--- src/rtl/pomo_pkg.sv ---
// Package for the pomodoro timer: register indexes, reset values,
// status LED colors and the result record.
// No dependencies.
package pomo_pkg;

	// configuration register indexes
	typedef enum logic [1:0] {
		CFG_WORK_SECONDS   = 2'd0,
		CFG_REST_SECONDS   = 2'd1,
		CFG_TICK_PERIOD_MS = 2'd2,
		CFG_DEBOUNCE_MS    = 2'd3
	} cfg_idx_t;

	localparam int unsigned CFG_DATA_BITS = 16;
	localparam int unsigned SEC_BITS      = 12;
	localparam int unsigned PAGE_BITS     = 2;  // four pages, wraps naturally
	localparam int unsigned NUM_KEYS      = 3;

	localparam logic [SEC_BITS-1:0]  MAX_SECONDS        = 12'd3600;
	localparam logic [SEC_BITS-1:0]  WORK_SECONDS_RST   = 12'd1500;
	localparam logic [SEC_BITS-1:0]  REST_SECONDS_RST   = 12'd300;
	localparam logic [15:0]          TICK_PERIOD_RST    = 16'd1000;
	localparam logic [15:0]          DEBOUNCE_RST       = 16'd250;
	localparam logic [PAGE_BITS-1:0] POMO_PAGE          = 2'd2;

	// divide by 60 through a reciprocal: exact for values up to 4095
	localparam logic [14:0] DIV60_RECIP = 15'd17477;
	localparam int unsigned DIV60_SHIFT = 20;

	// key slots
	localparam int unsigned KEY_PAGE  = 0;
	localparam int unsigned KEY_START = 1;
	localparam int unsigned KEY_RESET = 2;

	typedef struct packed {
		logic [7:0] red;
		logic [7:0] green;
		logic [7:0] blue;
	} rgb_t;

	typedef struct packed {
		logic [PAGE_BITS-1:0] page;
		logic                 running;
		logic                 work_phase;
		logic [SEC_BITS-1:0]  seconds_left;
		logic [5:0]           display_minutes;
		logic [5:0]           display_seconds;
		rgb_t                 led;
	} result_t;

	// status LED color by page and phase
	function automatic rgb_t led_color(input logic [PAGE_BITS-1:0] page, input logic work);
		rgb_t c;
		case (page)
			2'd0:      c = rgb_t'{8'd100, 8'd0, 8'd255};
			2'd1:      c = rgb_t'{8'd255, 8'd0, 8'd0};
			POMO_PAGE: c = work ? rgb_t'{8'd0, 8'd255, 8'd0} : rgb_t'{8'd0, 8'd0, 8'd255};
			default:   c = rgb_t'{8'd200, 8'd255, 8'd255};
		endcase
		return c;
	endfunction

	// loaded durations saturate at one hour
	function automatic logic [SEC_BITS-1:0] clamp_duration(input logic [SEC_BITS-1:0] d);
		return (d > MAX_SECONDS) ? MAX_SECONDS : d;
	endfunction

endpackage

--- src/rtl/pomo_if.sv ---
// Channel interfaces for the pomodoro timer: key/timestamp samples in,
// status records out. Valid/ready handshake. No dependencies.
interface pomo_in_if;
	logic        valid;
	logic        ready;
	logic [31:0] now_ms;
	logic        key_page;
	logic        key_start_pause;
	logic        key_reset;

	modport source (output valid, now_ms, key_page, key_start_pause, key_reset, input ready);
	modport sink   (input valid, now_ms, key_page, key_start_pause, key_reset, output ready);
endinterface

interface pomo_out_if;
	logic        valid;
	logic        ready;
	logic [1:0]  page;
	logic        running;
	logic        work_phase;
	logic [11:0] seconds_left;
	logic [5:0]  display_minutes;
	logic [5:0]  display_seconds;
	logic [7:0]  led_red;
	logic [7:0]  led_green;
	logic [7:0]  led_blue;

	modport source (output valid, page, running, work_phase, seconds_left, display_minutes,
		display_seconds, led_red, led_green, led_blue, input ready);
	modport sink   (input valid, page, running, work_phase, seconds_left, display_minutes,
		display_seconds, led_red, led_green, led_blue, output ready);
endinterface

--- src/rtl/pomo_key.sv ---
// Edge detect and debounce for one key: fires on a rising level when more
// than the debounce time has passed since its last firing. Uses no package.
module pomo_key #(
	parameter int unsigned TS_BITS = 32
) (
	input  logic               clk,
	input  logic               arst_n,
	input  logic               step,      // sample is consumed this cycle
	input  logic               level,
	input  logic [TS_BITS-1:0] now,
	input  logic [TS_BITS-1:0] debounce,
	output logic               fire
);

	logic               prev_q;
	logic [TS_BITS-1:0] last_fire_q;
	logic [TS_BITS-1:0] elapsed;

	// wrapping time since last firing
	assign elapsed = now - last_fire_q;
	assign fire    = level && !prev_q && (elapsed > debounce);

	always_ff @(posedge clk or negedge arst_n) begin
		if (!arst_n) begin
			prev_q      <= 1'b0;
			last_fire_q <= '0;
		end else if (step) begin
			prev_q <= level;
			if (fire) begin
				last_fire_q <= now;
			end
		end
	end

endmodule

--- src/rtl/pomodoro_timer_with_debounced_keys.sv ---
// Pomodoro timer with debounced keys: top level.
// A sample is held in the input register, then loaded into the result register
// when that register is free or drained, and its status is offered from there.
// Throughput: one sample per cycle while the output is ready; a stalled output
// holds the input once both registers are full. Reset: asynchronous, page 0,
// stopped, work phase with 1500 s left, all key and tick times at zero,
// registers at 1500 / 300 / 1000 / 250. Uses pomo_pkg, pomo_if, pomo_key.
module pomodoro_timer_with_debounced_keys #(
	parameter int unsigned TIMESTAMP_BITS = 32
) (
	input  logic                                 clk,
	input  logic                                 arst_n,
	input  logic                                 cfg_we,
	input  logic [1:0]                           cfg_index,
	input  logic [pomo_pkg::CFG_DATA_BITS-1:0]   cfg_data,
	pomo_in_if.sink                              in_ch,
	pomo_out_if.source                           out_ch
);

	localparam int unsigned SB = pomo_pkg::SEC_BITS;
	localparam int unsigned PB = pomo_pkg::PAGE_BITS;

	// configuration registers
	logic [SB-1:0] work_seconds_q;
	logic [SB-1:0] rest_seconds_q;
	logic [15:0]   tick_period_q;
	logic [15:0]   debounce_q;

	always_ff @(posedge clk or negedge arst_n) begin
		if (!arst_n) begin
			work_seconds_q <= pomo_pkg::WORK_SECONDS_RST;
			rest_seconds_q <= pomo_pkg::REST_SECONDS_RST;
			tick_period_q  <= pomo_pkg::TICK_PERIOD_RST;
			debounce_q     <= pomo_pkg::DEBOUNCE_RST;
		end else if (cfg_we) begin
			case (pomo_pkg::cfg_idx_t'(cfg_index))
				pomo_pkg::CFG_WORK_SECONDS:   work_seconds_q <= cfg_data[SB-1:0];
				pomo_pkg::CFG_REST_SECONDS:   rest_seconds_q <= cfg_data[SB-1:0];
				pomo_pkg::CFG_TICK_PERIOD_MS: tick_period_q  <= cfg_data[15:0];
				pomo_pkg::CFG_DEBOUNCE_MS:    debounce_q     <= cfg_data[15:0];
				default: ;
			endcase
		end
	end

	// handshake: stage 1 moves on when the result register is free or drained
	logic    valid_s1;
	logic    out_valid_q;
	logic    advance;
	logic    in_xfer;

	assign advance     = valid_s1 && (!out_valid_q || out_ch.ready);
	assign in_ch.ready = !valid_s1 || advance;
	assign in_xfer     = in_ch.valid && in_ch.ready;

	// input register
	logic [31:0]                    now_s1;
	logic [pomo_pkg::NUM_KEYS-1:0]  keys_s1;

	always_ff @(posedge clk or negedge arst_n) begin
		if (!arst_n) begin
			valid_s1 <= 1'b0;
		end else if (in_ch.ready) begin
			valid_s1 <= in_ch.valid;
		end
	end

	always_ff @(posedge clk) begin
		if (in_xfer) begin
			now_s1  <= in_ch.now_ms;
			keys_s1 <= {in_ch.key_reset, in_ch.key_start_pause, in_ch.key_page};
		end
	end

	// timestamp and limits at the internal time width
	logic [63:0]               now_wide;
	logic [TIMESTAMP_BITS-1:0] now_ts;
	logic [TIMESTAMP_BITS-1:0] period_ts;
	logic [TIMESTAMP_BITS-1:0] debounce_ts;

	assign now_wide    = 64'(now_s1);
	assign now_ts      = now_wide[TIMESTAMP_BITS-1:0];
	assign period_ts   = TIMESTAMP_BITS'(tick_period_q);
	assign debounce_ts = TIMESTAMP_BITS'(debounce_q);

	// timer state
	logic [PB-1:0]             page_q;
	logic                      run_q;
	logic                      work_q;
	logic [SB-1:0]             remaining_q;
	logic [TIMESTAMP_BITS-1:0] last_tick_q;

	// key units
	logic [pomo_pkg::NUM_KEYS-1:0] fire;

	for (genvar k = 0; k < pomo_pkg::NUM_KEYS; k++) begin : g_key
		pomo_key #(.TS_BITS(TIMESTAMP_BITS)) u_key (
			.clk      (clk),
			.arst_n   (arst_n),
			.step     (advance),
			.level    (keys_s1[k]),
			.now      (now_ts),
			.debounce (debounce_ts),
			.fire     (fire[k])
		);
	end

	// countdown tick, then key actions in page, start/pause, reset order
	logic [TIMESTAMP_BITS-1:0] tick_elapsed;
	logic                      tick;
	logic                      work_t;
	logic [SB-1:0]             rem_t;
	logic [TIMESTAMP_BITS-1:0] last_t;
	pomo_pkg::rgb_t            led;
	logic [PB-1:0]             page_n;
	logic                      run_n;
	logic                      work_n;
	logic [SB-1:0]             rem_n;
	logic [TIMESTAMP_BITS-1:0] last_n;

	assign tick_elapsed = now_ts - last_tick_q;
	assign tick         = run_q && (tick_elapsed > period_ts);

	always_comb begin
		work_t = work_q;
		rem_t  = remaining_q;
		last_t = last_tick_q;
		if (tick) begin
			last_t = now_ts;
			if (remaining_q != '0) begin
				rem_t = remaining_q - 1'b1;
			end else begin
				work_t = !work_q;
				rem_t  = pomo_pkg::clamp_duration(work_q ? rest_seconds_q : work_seconds_q);
			end
		end

		led = pomo_pkg::led_color(page_q, work_t);

		page_n = fire[pomo_pkg::KEY_PAGE] ? page_q + 1'b1 : page_q;
		run_n  = run_q;
		work_n = work_t;
		rem_n  = rem_t;
		last_n = last_t;
		if (fire[pomo_pkg::KEY_START] && page_n == pomo_pkg::POMO_PAGE) begin
			run_n  = !run_q;
			last_n = now_ts;
		end
		if (fire[pomo_pkg::KEY_RESET] && page_n == pomo_pkg::POMO_PAGE) begin
			run_n  = 1'b0;
			work_n = 1'b1;
			rem_n  = pomo_pkg::clamp_duration(work_seconds_q);
		end
	end

	always_ff @(posedge clk or negedge arst_n) begin
		if (!arst_n) begin
			page_q      <= '0;
			run_q       <= 1'b0;
			work_q      <= 1'b1;
			remaining_q <= pomo_pkg::WORK_SECONDS_RST;
			last_tick_q <= '0;
		end else if (advance) begin
			page_q      <= page_n;
			run_q       <= run_n;
			work_q      <= work_n;
			remaining_q <= rem_n;
			last_tick_q <= last_n;
		end
	end

	// minutes and seconds split via reciprocal multiply
	logic [26:0]   div_prod;
	logic [5:0]    minutes;
	logic [SB-1:0] min_times60;
	logic [SB-1:0] sec_rem;

	assign div_prod    = 27'(rem_n) * 27'(pomo_pkg::DIV60_RECIP);
	assign minutes     = div_prod[pomo_pkg::DIV60_SHIFT +: 6];
	assign min_times60 = SB'(minutes) * SB'(60);
	assign sec_rem     = rem_n - min_times60;

	// result register
	pomo_pkg::result_t res_q;

	always_ff @(posedge clk or negedge arst_n) begin
		if (!arst_n) begin
			out_valid_q <= 1'b0;
		end else if (advance) begin
			out_valid_q <= 1'b1;
		end else if (out_ch.ready) begin
			out_valid_q <= 1'b0;
		end
	end

	always_ff @(posedge clk) begin
		if (advance) begin
			res_q.page            <= page_n;
			res_q.running         <= run_n;
			res_q.work_phase      <= work_n;
			res_q.seconds_left    <= rem_n;
			res_q.display_minutes <= minutes;
			res_q.display_seconds <= sec_rem[5:0];
			res_q.led             <= led;
		end
	end

	assign out_ch.valid           = out_valid_q;
	assign out_ch.page            = res_q.page;
	assign out_ch.running         = res_q.running;
	assign out_ch.work_phase      = res_q.work_phase;
	assign out_ch.seconds_left    = res_q.seconds_left;
	assign out_ch.display_minutes = res_q.display_minutes;
	assign out_ch.display_seconds = res_q.display_seconds;
	assign out_ch.led_red         = res_q.led.red;
	assign out_ch.led_green       = res_q.led.green;
	assign out_ch.led_blue        = res_q.led.blue;

	// remaining time never leaves the one-hour range
	a_rem_range: assert property (@(posedge clk) disable iff (!arst_n)
		remaining_q <= pomo_pkg::MAX_SECONDS)
		else $error("remaining time out of range");

	// display split is consistent with the seconds count
	a_split: assert property (@(posedge clk) disable iff (!arst_n)
		out_valid_q |-> (res_q.display_seconds < 6'd60) &&
		(SB'(res_q.display_minutes) * SB'(60) + SB'(res_q.display_seconds)
			== res_q.seconds_left))
		else $error("minutes/seconds split mismatch");

	// an empty result register never blocks the input side
	a_ready: assert property (@(posedge clk) disable iff (!arst_n)
		!out_valid_q |-> in_ch.ready)
		else $error("input stalled with empty result register");

	// timer state only moves when a sample is consumed
	a_hold: assert property (@(posedge clk) disable iff (!arst_n)
		!advance |=> $stable(page_q) && $stable(run_q) && $stable(work_q) &&
		$stable(remaining_q))
		else $error("timer state changed without a sample");

endmodule
--- src/flat_wrapper.sv ---
// flat-port wrapper written by rule: the top's interface ports become plain ports
module pomodoro_timer_with_debounced_keys_flat 
#(
	parameter int unsigned TIMESTAMP_BITS = 32
)
  (clk, arst_n, cfg_we, cfg_index, cfg_data, in_ch_valid, in_ch_now_ms, in_ch_key_page, in_ch_key_start_pause, in_ch_key_reset, in_ch_ready, out_ch_valid, out_ch_page, out_ch_running, out_ch_work_phase, out_ch_seconds_left, out_ch_display_minutes, out_ch_display_seconds, out_ch_led_red, out_ch_led_green, out_ch_led_blue, out_ch_ready);
  pomo_in_if in_ch_i ();
  pomo_out_if out_ch_i ();
  input  logic clk;
  input  logic arst_n;
  input  logic cfg_we;
  input  logic [1:0] cfg_index;
  input  logic [pomo_pkg::CFG_DATA_BITS-1:0] cfg_data;
  input wire logic [$bits(in_ch_i.valid)-1:0] in_ch_valid;
  input wire logic [$bits(in_ch_i.now_ms)-1:0] in_ch_now_ms;
  input wire logic [$bits(in_ch_i.key_page)-1:0] in_ch_key_page;
  input wire logic [$bits(in_ch_i.key_start_pause)-1:0] in_ch_key_start_pause;
  input wire logic [$bits(in_ch_i.key_reset)-1:0] in_ch_key_reset;
  output wire logic [$bits(in_ch_i.ready)-1:0] in_ch_ready;
  output wire logic [$bits(out_ch_i.valid)-1:0] out_ch_valid;
  output wire logic [$bits(out_ch_i.page)-1:0] out_ch_page;
  output wire logic [$bits(out_ch_i.running)-1:0] out_ch_running;
  output wire logic [$bits(out_ch_i.work_phase)-1:0] out_ch_work_phase;
  output wire logic [$bits(out_ch_i.seconds_left)-1:0] out_ch_seconds_left;
  output wire logic [$bits(out_ch_i.display_minutes)-1:0] out_ch_display_minutes;
  output wire logic [$bits(out_ch_i.display_seconds)-1:0] out_ch_display_seconds;
  output wire logic [$bits(out_ch_i.led_red)-1:0] out_ch_led_red;
  output wire logic [$bits(out_ch_i.led_green)-1:0] out_ch_led_green;
  output wire logic [$bits(out_ch_i.led_blue)-1:0] out_ch_led_blue;
  input wire logic [$bits(out_ch_i.ready)-1:0] out_ch_ready;
  assign in_ch_i.valid = in_ch_valid;
  assign in_ch_i.now_ms = in_ch_now_ms;
  assign in_ch_i.key_page = in_ch_key_page;
  assign in_ch_i.key_start_pause = in_ch_key_start_pause;
  assign in_ch_i.key_reset = in_ch_key_reset;
  assign in_ch_ready = in_ch_i.ready;
  assign out_ch_valid = out_ch_i.valid;
  assign out_ch_page = out_ch_i.page;
  assign out_ch_running = out_ch_i.running;
  assign out_ch_work_phase = out_ch_i.work_phase;
  assign out_ch_seconds_left = out_ch_i.seconds_left;
  assign out_ch_display_minutes = out_ch_i.display_minutes;
  assign out_ch_display_seconds = out_ch_i.display_seconds;
  assign out_ch_led_red = out_ch_i.led_red;
  assign out_ch_led_green = out_ch_i.led_green;
  assign out_ch_led_blue = out_ch_i.led_blue;
  assign out_ch_i.ready = out_ch_ready;
  pomodoro_timer_with_debounced_keys #(.TIMESTAMP_BITS(TIMESTAMP_BITS)) u_core (.clk(clk), .arst_n(arst_n), .cfg_we(cfg_we), .cfg_index(cfg_index), .cfg_data(cfg_data), .in_ch(in_ch_i), .out_ch(out_ch_i));
endmodule
--- config.mk ---
export PLATFORM = sky130hd
export DESIGN_NAME = pomodoro_timer_with_debounced_keys_flat
export DESIGN_NICKNAME = d
export VERILOG_FILES = /design/src/rtl/pomo_pkg.sv /design/src/rtl/pomo_if.sv /design/src/rtl/pomo_key.sv /design/src/rtl/pomodoro_timer_with_debounced_keys.sv /design/src/flat_wrapper.sv
export SDC_FILE = /design/constraint.sdc
export NUM_CORES = 1
export LEC_CHECK = 0
export ABC_AREA = 0
export BUFFER_PORTS_ARGS = -buffer_cell sky130_fd_sc_hd__clkbuf_2
export CAP_MARGIN = 20
export CORE_MARGIN = 1
export CORE_UTILIZATION = 50
export CTS_BUF_LIST = sky130_fd_sc_hd__clkbuf_8
export CTS_CLUSTER_DIAMETER = 120
export DETAILED_ROUTE_END_ITERATION = 8
export PLACE_DENSITY = 0.67
export SKIP_CTS_REPAIR_TIMING = 1
export SYNTH_ARGS = -nofsm -noshare
export SYNTH_HDL_FRONTEND = slang
export SYNTH_SLANG_ARGS = --single-unit
--- constraint.sdc ---
create_clock -name clk -period 11.6 [get_ports clk]
set_clock_uncertainty 0.2 [all_clocks]
set_input_delay 0.58 -clock clk [delete_from_list [all_inputs] [get_ports clk]]
set_output_delay 0.58 -clock clk [all_outputs]
set_load 0.05 [all_outputs]
==> metrics.yaml, run 1 <==
fp-row-count: 77
synth_edf_count: 67
routed_wl_mm: 63.30
cts_sinks: 272
synth_ff_type: "dfrtp_1"
total_power_mw: 8.510
viasPerCell: 5.939
nets: 2955
gr-usage-all-layers: 0.2786
core_sq_um: 44220
dp_hpwl_mm: 47.91
place_congestion: 0.9705
finalHoldWorstSlack_ps: 28.29
io_pins: 112
die_area_sq_um: 45750
setup_viol: 0
clk_path_buf_depth: 3
place_ws_ps: 43.53
crit_start: "u_core.now_s1[3]$_DFFE_PP_"
grt_overflow: 0
crit_path_max_incr_delay_ps: 650
yosysWarnings: 0
relSlewSlack: 0.3258
worstSetupPathType: "reg2reg"
grt_antenna_before_repair: 0
cap_violations: 0
wl_met3_mm: 2.962
h-tree-depth: 2
clk_pin_slew_ps: 60
drc: 0
cpMostUsedCell: "ha_1"
wl_per_cell_um: 19.43
end_kind: "flip-flop"
dr.max_layer_used: "met4"
drt-initial-drc-count: 1361
hold_viol: 0
final_util: 0.5659
worstReg2RegStart: "u_core.now_s1[3]$_DFFE_PP_"
period_needed_ps: 11040
drt_first_pass_iters: 6
grt_pass1_vias: 18910
die_h_um: 213.9
route.met2.wl_mm: 31.09
outcome: "completed"
fin_area_sq_um: 25030
syn_avg_cell_area_sq_um: 8.941
period_share: 0.9516
worstHoldStart: "cfg_data[4]"
cp-start-kind: "flip-flop"
ys_seq_elements: 272
p_per_area_nw_per_um2: 340.0
ys_seq_area_frac: 0.3198
cts_inserted_buffers: 50
drive_above_1_share: 0.1501
chipWidth_um: 213.9
synthesis.nets: 2843
cp.required_ps: 11780
fmax_ghz: 0.09059
layout_setup_ws_ps: 561.4
vias: 19340
crit_slowest_cell: "o31ai_1"
insertion_delay_ps: 650
syn_area_sq_um: 22450
area_growth_pct: 11.48
root_buffer: "clkbuf_8"
post_dp_cell_area_sq_um: 23420
antennaDiodeCount: 0
start_util: 0.5077
finalMaxSlewViolations: 0
fin_setup_tns_ps: 0
critPathMaxFanout: 16
synth.distinct_cells: 90
wl_met1_mm: 27.02
worstMarginPinSlew_ps: 1007
async_flop_share: 0.7537
syn_inst: 2511
ir_drop_mv: 0.5618
drtAntennaViolNets: 0
grt_pass1_wl_mm: 99.77
grt_max_degree: 81
dp.cells: 3118
cp.arrival_ps: 11220
stdcell_count: 3257
hold_class: "in2reg"
power.leakage_nw: 11.24
cts_tree: "yes"
io_buffers: 111
==> cells by family (layout without fill, tap and decap cells) <==
group,count (synthesis),after routing,share of synthesized area
AO/OA/AOI/OAI,734,734,0.2125
AND/OR/NAND/NOR,626,626,0.1315
buffers and inverters,357,511,0.06571
adder cells (fa/ha/maj),274,274,0.1597
flip-flops,272,272,0.3198
multiplexers,137,137,0.06744
XOR/XNOR,111,111,0.04330
==> worst max-delay path: cells and delay by family, from the launching register on <==
kind	cells	cell delay [ps]
fa+ha+maj	10	3530
flops	1	570
xor+xnor	5	800
buf+inv	3	400
compound gates	15	3570
simple gates	8	1680
==> cells in the mapped netlist, types with 67 or more instances <==
master | count | area [sq um]
a21oi_1 | 202 | 1011
inv_1 | 231 | 867.1
mux2_2 | 97 | 1092
edfxtp_1 | 67 | 2012
o21ai_0 | 153 | 765.7
nand2_1 | 235 | 882.1
o211ai_1 | 92 | 690.7
xnor2_1 | 75 | 656.9
nor2_1 | 129 | 484.2
ha_1 | 253 | 3166
dfrtp_1 | 174 | 4354
clkbuf_1 | 73 | 274.0
==> worst paths after layout <==
| check | slack [ps] | cells after the start | to |
|---|---|---|---|
| worst max-delay path | 560 | 41 | u_core.out_ch.display_seconds[5]$_DFFE_PP_ |
| worst min-delay path | 30 | 2 | u_core.debounce_q[4]$_DFFE_PN1P_ |
| min in group asynchronous | 340 | 2 | u_core.debounce_q[2]$_DFFE_PN0P_ |
| worst max register to register | 560 | 41 | u_core.out_ch.display_seconds[5]$_DFFE_PP_ |
| max in group asynchronous | 9450 | 3 | u_core.g_key[2].u_key.last_fire_q[25]$_DFFE_PN0P_ |
| worst min register to register | 270 | 2 | u_core.g_key[0].u_key.prev_q$_DFFE_PN0P_ |
==> report_power, final <==
| part | switching, mW | leakage (nW) | total (mW) | internal [mW] |
|---|---|---|---|---|
| clock | 0.446 | 0.603 | 1.02 | 0.570 |
| sequential | 0.182 | 3.01 | 1.61 | 1.43 |
| combinational | 3.39 | 7.63 | 5.88 | 2.50 |
| total | 4.01 | 11.2 | 8.51 | 4.50 |
==> cell type report <==
| class | count | area [sq um] |
|---|---|---|
| well taps | 592 | 740.7 |
| fillers | 3993 | 19190 |
| clock inverters | 36 | 295.3 |
| multi-input cells | 1882 | 13900 |
| repair buffers | 185 | 1244 |
| flip-flops and latches | 272 | 7181 |
| clock buffers | 58 | 798.3 |
| inverters | 232 | 870.8 |
==> sequential cells by signal, summed over array words and instances, names as in the netlist, 2 cells and up <==
| register | flops |
|---|---|
| u_core.remaining_q | 12 |
| u_core.out_ch.led_red | 4 |
| u_core.out_ch.display_seconds | 6 |
| u_core.out_ch.display_minutes | 6 |
| u_core.keys_s1 | 3 |
| u_core.work_seconds_q | 12 |
| u_core.tick_period_q | 16 |
| u_core.g_key.u_key.prev_q | 3 |
| u_core.g_key.u_key.last_fire_q | 96 |
| u_core.out_ch.seconds_left | 10 |
| u_core.page_q | 2 |
| u_core.out_ch.page | 2 |
| u_core.debounce_q | 16 |
| u_core.rest_seconds_q | 12 |
| u_core.last_tick_q | 32 |
| u_core.now_s1 | 32 |
==> routing by layer <==
layer	global-route usage	vias up
met5	0	-
met4	0.09704	0
met3	0.04101	143
met2	0.4914	582
met1	0.3456	9318
li1	-	9299
==> layout by cell type, fill, tap and decap left out, drive strengths merged, types with 19 or more instances in the layout <==
master	instances
ha	253
inv	247
nand2	236
a21oi	206
dfrtp	174
clkbuf	169
o21ai	163
nor2	129
mux2	105
o211ai	92
xnor2	75
edfxtp	67
a21o	57
nand3	48
nand4	43
dlygate4sd3	40
xor2	36
o21a	34
buf	34
nor3	33
nand2b	32
mux2i	32
dfstp	31
fa	21
and3	20
a31oi	19
Note: power is estimated with default switching activity, not from simulation.
==> run 2: changes to the inputs <==
--- a/config.mk
+++ b/config.mk
@@ -8,6 +8,7 @@
 export ABC_AREA = 0
 export BUFFER_PORTS_ARGS = -buffer_cell sky130_fd_sc_hd__clkbuf_2
 export CAP_MARGIN = 20
+export CORE_ASPECT_RATIO = 1.4
 export CORE_MARGIN = 1
 export CORE_UTILIZATION = 50
 export CTS_BUF_LIST = sky130_fd_sc_hd__clkbuf_8
==> run 2 against run 1 <==
Compared with the run above: critical path depth rose by 8; wire length rose by 6.9%; register-to-register slack improved by 130 ps; final area fell by 0.55%; power fell by 1.0%; clock power fell by 7%; setup slack improved by 130 ps; combinational power barely moved; core utilization fell by 0.25 points; sequential power barely moved; global-route usage rose by 1.5 points; die area barely moved; critical path type unchanged; critical endpoint unchanged; largest cell class unchanged.
==> metrics.yaml, run 2 (synthesis results as in run 1) <==
outcome: "completed"
nets: 2956
drtAntennaViolNets: 0
fp-row-count: 91
reg.largest.list: "u_core.g_key.u_key.last_fire_q x96, u_core.last_tick_q x32, u_core.now_s1 x32"
power.leakage_nw: 11.23
insertion_delay_ps: 680
h-tree-depth: 2
worstMarginPinSlew_ps: 1137
power_switching_mw: 3.997
intPower_mw: 4.424
cts_inserted_buffers: 48
io_buffers: 111
drt_first_pass_iters: 6
io_pins: 112
switching_share: 0.4746
cts_tree: "yes"
p_per_area_nw_per_um2: 338.3
end_kind: "flip-flop"
final_util: 0.5634
grt_max_degree: 73
cts_sinks: 272
cp-start-kind: "flip-flop"
period_share: 0.9404
hold_class: "in2reg"
reg2reg_depth: 49
die_area_sq_um: 45760
grt_pass1_wl_mm: 104.1
period_needed_ps: 10910
cpMostUsedCell: "ha_1"
critPathMaxFanout: 12
wl_per_cell_um: 21.00
drc: 0
relSlewSlack: 0.2417
drt-initial-drc-count: 1110
grt_antenna_before_repair: 1
drive_above_1_share: 0.1471
clk_pin_slew_ps: 60
routed_wl_mm: 67.68
p_clk_frac: 0.112
setup_viol: 0
chipWidth_um: 181.1
hold_depth: 2
layout_commonest_cell: "ha_1"
crit_slowest_cell: "or4b_2"
vias: 19550
cap_violations: 0
total_power_mw: 8.421
stdcell_count: 3223
root_buffer: "clkbuf_8"
cp.required_ps: 11800
dp_hpwl_mm: 51.66
place_congestion: 0.9565
grt_overflow: 0
crit_path_max_incr_delay_ps: 620
viasPerCell: 6.066
core_sq_um: 44180
start_util: 0.5082
worstSetupPathType: "reg2reg"
seqPwrFrac: 0.191
grt_pass1_vias: 19420
regMostFlops: "u_core.g_key.u_key.last_fire_q"
final_cell_mix: "ha_1, inv_1, nand2_1"
fmax_ghz: 0.09167
clk_path_buf_depth: 3
die_h_um: 252.7
cp.arrival_ps: 11100
hold_viol: 0
area_growth_pct: 10.87
finalMaxSlewViolations: 0
gr-usage-all-layers: 0.2935
pwr-share-comb: 0.697
largest_register_ffs: 96
fin_setup_tns_ps: 0
ir_drop_mv: 0.7916
dp.cells: 3089
## run 2: worst paths after layout
check / start / end / slack [ps]
min in group asynchronous: arst_n / u_core.rest_seconds_q[11]$_DFFE_PN0P_ / 270
max in group asynchronous: arst_n / u_core.g_key[1].u_key.last_fire_q[4]$_DFFE_PN0P_ / 8550
setup / recovery: u_core.now_s1[0]$_DFFE_PP_ / u_core.out_ch.display_seconds[5]$_DFFE_PP_ / 690
setup reg to reg: u_core.now_s1[0]$_DFFE_PP_ / u_core.out_ch.display_seconds[5]$_DFFE_PP_ / 690
hold reg to reg: u_core.keys_s1[1]$_DFFE_PP_ / u_core.g_key[1].u_key.prev_q$_DFFE_PN0P_ / 260
hold / removal: cfg_data[1] / u_core.rest_seconds_q[1]$_DFFE_PN0P_ / 7
## run 2: final cells by class
class | instances | area, sq um
repair buffers | 188 | 1261
clock buffers | 57 | 784.5
multi-input cells | 1882 | 13880
inverters | 232 | 870.8
fillers | 4067 | 19290
clock inverters | 33 | 212.7
well taps | 558 | 698.2
flip-flops and latches | 272 | 7181
diodes | 1 | 2.502
## run 2: power groups by stage
stage | sequential, mW | clock [mW] | combinational (mW)
2_1_floorplan | 1.72 | 0 | 4.39
3_3_place_gp | 1.61 | 0 | 5.72
3_5_place_dp | 1.62 | 0 | 5.83
4_1_cts | 1.61 | 0.968 | 5.86
5_1_grt | 1.64 | 1.00 | 6.60
6_report | 1.61 | 0.944 | 5.87
## run 2: stage by stage
step | worst slack [ps] | hold WS, ps | cell area, sq um
6_report | 691.7 | 6.794 | 24890
5_1_grt | -15.25 | 0.4453 | 24890
4_1_cts | 414.3 | -344.5 | 24390
3_5_place_dp | 451.9 | 255.1 | 23390
3_3_place_gp | 618.2 | 243.2 | 23390
2_1_floorplan | 1327 | 84.41 | 22450
## run 2: critical path: cells and delay by family (launching register included)
family / cells / cell delay, ps
DFF: 1 / 430
xor gates and xnor gates: 5 / 640
AOI/OAI and AO/OA: 19 / 3160
and+or+nand+nor: 6 / 1510
buffers and inverters: 6 / 580
muxes: 1 / 120
adders and majority gates: 12 / 3970
## run 2: layer usage
layer | share of wire | vias to the layer above | GRT usage
met1 | 0.36 | 9473 | 0.3002
met4 | 0.058 | 0 | 0.1678
met3 | 0.040 | 203 | 0.03386
met2 | 0.54 | 583 | 0.5703
li1 | - | 9291 | -
met5 | 0 | - | 0
==> run 3: changes to the inputs <==
--- a/config.mk
+++ b/config.mk
@@ -18,4 +18,5 @@
 export SKIP_CTS_REPAIR_TIMING = 1
 export SYNTH_ARGS = -nofsm -noshare
 export SYNTH_HDL_FRONTEND = slang
+export SYNTH_HIERARCHICAL = 1
 export SYNTH_SLANG_ARGS = --single-unit
==> run 3 against run 2 <==
Compared with the run above: worst hold slack improved by 27 ps; final area grew 4.7%; final cell count rose by 2.2%; via count shrank 3.8%; power down 4.9%; sequential power about the same; combinational power is 7.3% lower; first-iteration DRC count down 21%; sequential share of layout area is 1.3 points lower; critical path type unchanged; largest cell class unchanged; highest routed layer unchanged.
==> metrics.yaml, run 3 <==
outcome: "completed"
drt_first_pass_iters: 7
area_growth_pct: 12.02
chipWidth_um: 184.3
regMostFlops: "u_core/g_key.u_key/last_fire_q"
fp-row-count: 93
drive_above_1_share: 0.1725
dp_hpwl_mm: 50.92
layout_commonest_cell: "inv_1"
reg.largest.list: "u_core/g_key.u_key/last_fire_q x96, u_core/last_tick_q x32, u_core/now_s1 x32"
cts_tree: "yes"
largest_register_ffs: 96
power.leakage_nw: 12.14
ys_top_cells_by_count: "inv_1, ha_1, a21oi_1"
syn_avg_cell_area_sq_um: 9.617
synth_ff_type: "dfrtp_1"
cts_inserted_buffers: 48
cp.required_ps: 11760
place_ws_ps: 569.7
grt_antenna_before_repair: 4
finalMaxSlewViolations: 0
grt_max_degree: 96
setup_viol: 0
grt_overflow: 0
synth_edf_count: 67
start_util: 0.5064
filler_cell_count: 4168
critPathMaxFanout: 16
cp-start-kind: "flip-flop"
io_pins: 112
cp.arrival_ps: 11020
nets: 3015
insertion_delay_ps: 650
fin_area_sq_um: 26070
h-tree-depth: 2
ys_seq_area_frac: 0.3085
routed_wl_mm: 64.68
final_util: 0.5672
fmax_ghz: 0.09211
end_kind: "flip-flop"
period_share: 0.9359
hold_class: "in2reg"
die_h_um: 257.3
drt-initial-drc-count: 875
relSlewSlack: 0.3032
drc: 0
synth_top_area_frac: 0.1871
fin_setup_tns_ps: 0
worstSetupPathType: "reg2reg"
io_buffers: 111
viasPerCell: 5.707
dp.cells: 3158
synth_most_common_cell: "inv_1"
ir_drop_mv: 0.2260
grt_pass1_vias: 19010
p_per_area_nw_per_um2: 307.3
wl_per_cell_um: 19.63
place_congestion: 0.9757
gr-usage-all-layers: 0.2764
yosysWarnings: 6
stdcell_count: 3294
ys_seq_elements: 272
final_cell_mix: "inv_1, ha_1, a21oi_1"
root_buffer: "clkbuf_8"
die_area_sq_um: 47430
hold_viol: 0
crit_slowest_cell: "nor4_1"
async_flop_share: 0.7537
worstMarginPinSlew_ps: 1041
crit_path_max_incr_delay_ps: 470
vias: 18800
syn_area_sq_um: 23270
drtAntennaViolNets: 0
clk_pin_slew_ps: 60
synth.area.top_cells: "dfrtp_1, ha_1, edfxtp_1, inv_1, mux2_2"
synth_top_area_cell: "dfrtp_1"
r2r_setup_slack_ps: 740
grt_pass1_wl_mm: 101.4
synth.distinct_cells: 111
core_sq_um: 45960
clk_path_buf_depth: 3
period_needed_ps: 10860
syn_inst: 2420
cts_sinks: 272
post_dp_cell_area_sq_um: 24610
cap_violations: 0
cpMostUsedCell: "ha_1"
layout_setup_ws_ps: 743.7
-- run 3: cell count changes after synthesis, moves of 12 or more --
cell	before	now
o211ai_1	92	19
clkbuf_1	73	29
nor2_1	129	96
nand2_1	235	146
inv_1	231	314
nand2b_1	32	15
buf_2	21	9
xor2_1	36	48
mux2_4	0	60
ha_1	253	303
mux2_1	8	31
o21ai_0	153	94
-- run 3: area by class of cell --
cell class                      count  area (sq um)  share of cell area
Clock inverter                     31         195.2            0.007487
Inverter                          314          1179             0.04521
Multi-Input combinational cell   1807         14650              0.5621
Clock buffer                       58         798.3             0.03062
Sequential cell                   272          7181              0.2754
Timing Repair Buffer              191          1282             0.04919
Antenna cell                        4         10.01           0.0003840
Tap cell                          617         772.0             0.02961
-- run 3: metal layers --
metal	vias up	GRT usage	part of all wire
met5	-	0	0
met4	0	0.1794	0.066
met3	173	0.03892	0.036
met2	475	0.4950	0.51
met1	9059	0.3013	0.39
li1	9091	-	-
-- run 3: critical path, delay by kind of cell, from the launching register on --
kind                       cells  cell delay [ps]
adders and majority gates     13             3640
AOI/OAI and AO/OA             13             2700
and+or+nand+nor                9             2130
xor gates and xnor gates       6              830
DFF                            1              400
buffers and inverters          4              360
muxes                          1              330
-- run 3: cells by family after synthesis --
logic type,count (synthesis),synth area share
AOI/OAI and AO/OA,593,0.1711
and+or+nand+nor,512,0.1141
buffers and inverters,388,0.07080
adders and majority gates,323,0.1801
DFF,272,0.3085
muxes,204,0.1074
xor gates and xnor gates,127,0.04779
other,1,0.0001611
-- run 3: metrics by stage --
step / power (mW) / hold slack, ps
3_3_place_gp: 6.875 / 267.5
4_1_cts: 8.023 / -175.5
3_5_place_dp: 7.040 / 277.3
5_1_grt: 8.784 / 28.24
6_report: 8.011 / 34.19
2_1_floorplan: 5.801 / 84.41
-- run 3: final timing paths --
kind                                                                   start                                                 to  cells after the start
hold / removal                                                   cfg_data[4]               u_core/work_seconds_q[4]$_DFFE_PN1P_                      3
min in group asynchronous                                             arst_n                 u_core/last_tick_q[31]$_DFFE_PN0P_                      2
hold reg to reg            u_core/g_key[2].u_key/last_fire_q[26]$_DFFE_PN0P_  u_core/g_key[2].u_key/last_fire_q[26]$_DFFE_PN0P_                      1
setup / recovery                                  u_core/now_s1[0]$_DFFE_PP_         u_core/out_ch.display_seconds[5]$_DFFE_PP_                     46
max in group asynchronous                                             arst_n   u_core/g_key[0].u_key/last_fire_q[4]$_DFFE_PN0P_                      4
setup reg to reg                                  u_core/now_s1[0]$_DFFE_PP_         u_core/out_ch.display_seconds[5]$_DFFE_PP_                     46
-- run 3: report_power, final --
group	switching [mW]	leakage [nW]	total, mW	internal (mW)
registers	0.250	3.08	1.64	1.39
logic	3.11	8.47	5.44	2.33
clock network	0.431	0.591	0.930	0.499
total	3.79	12.1	8.01	4.22
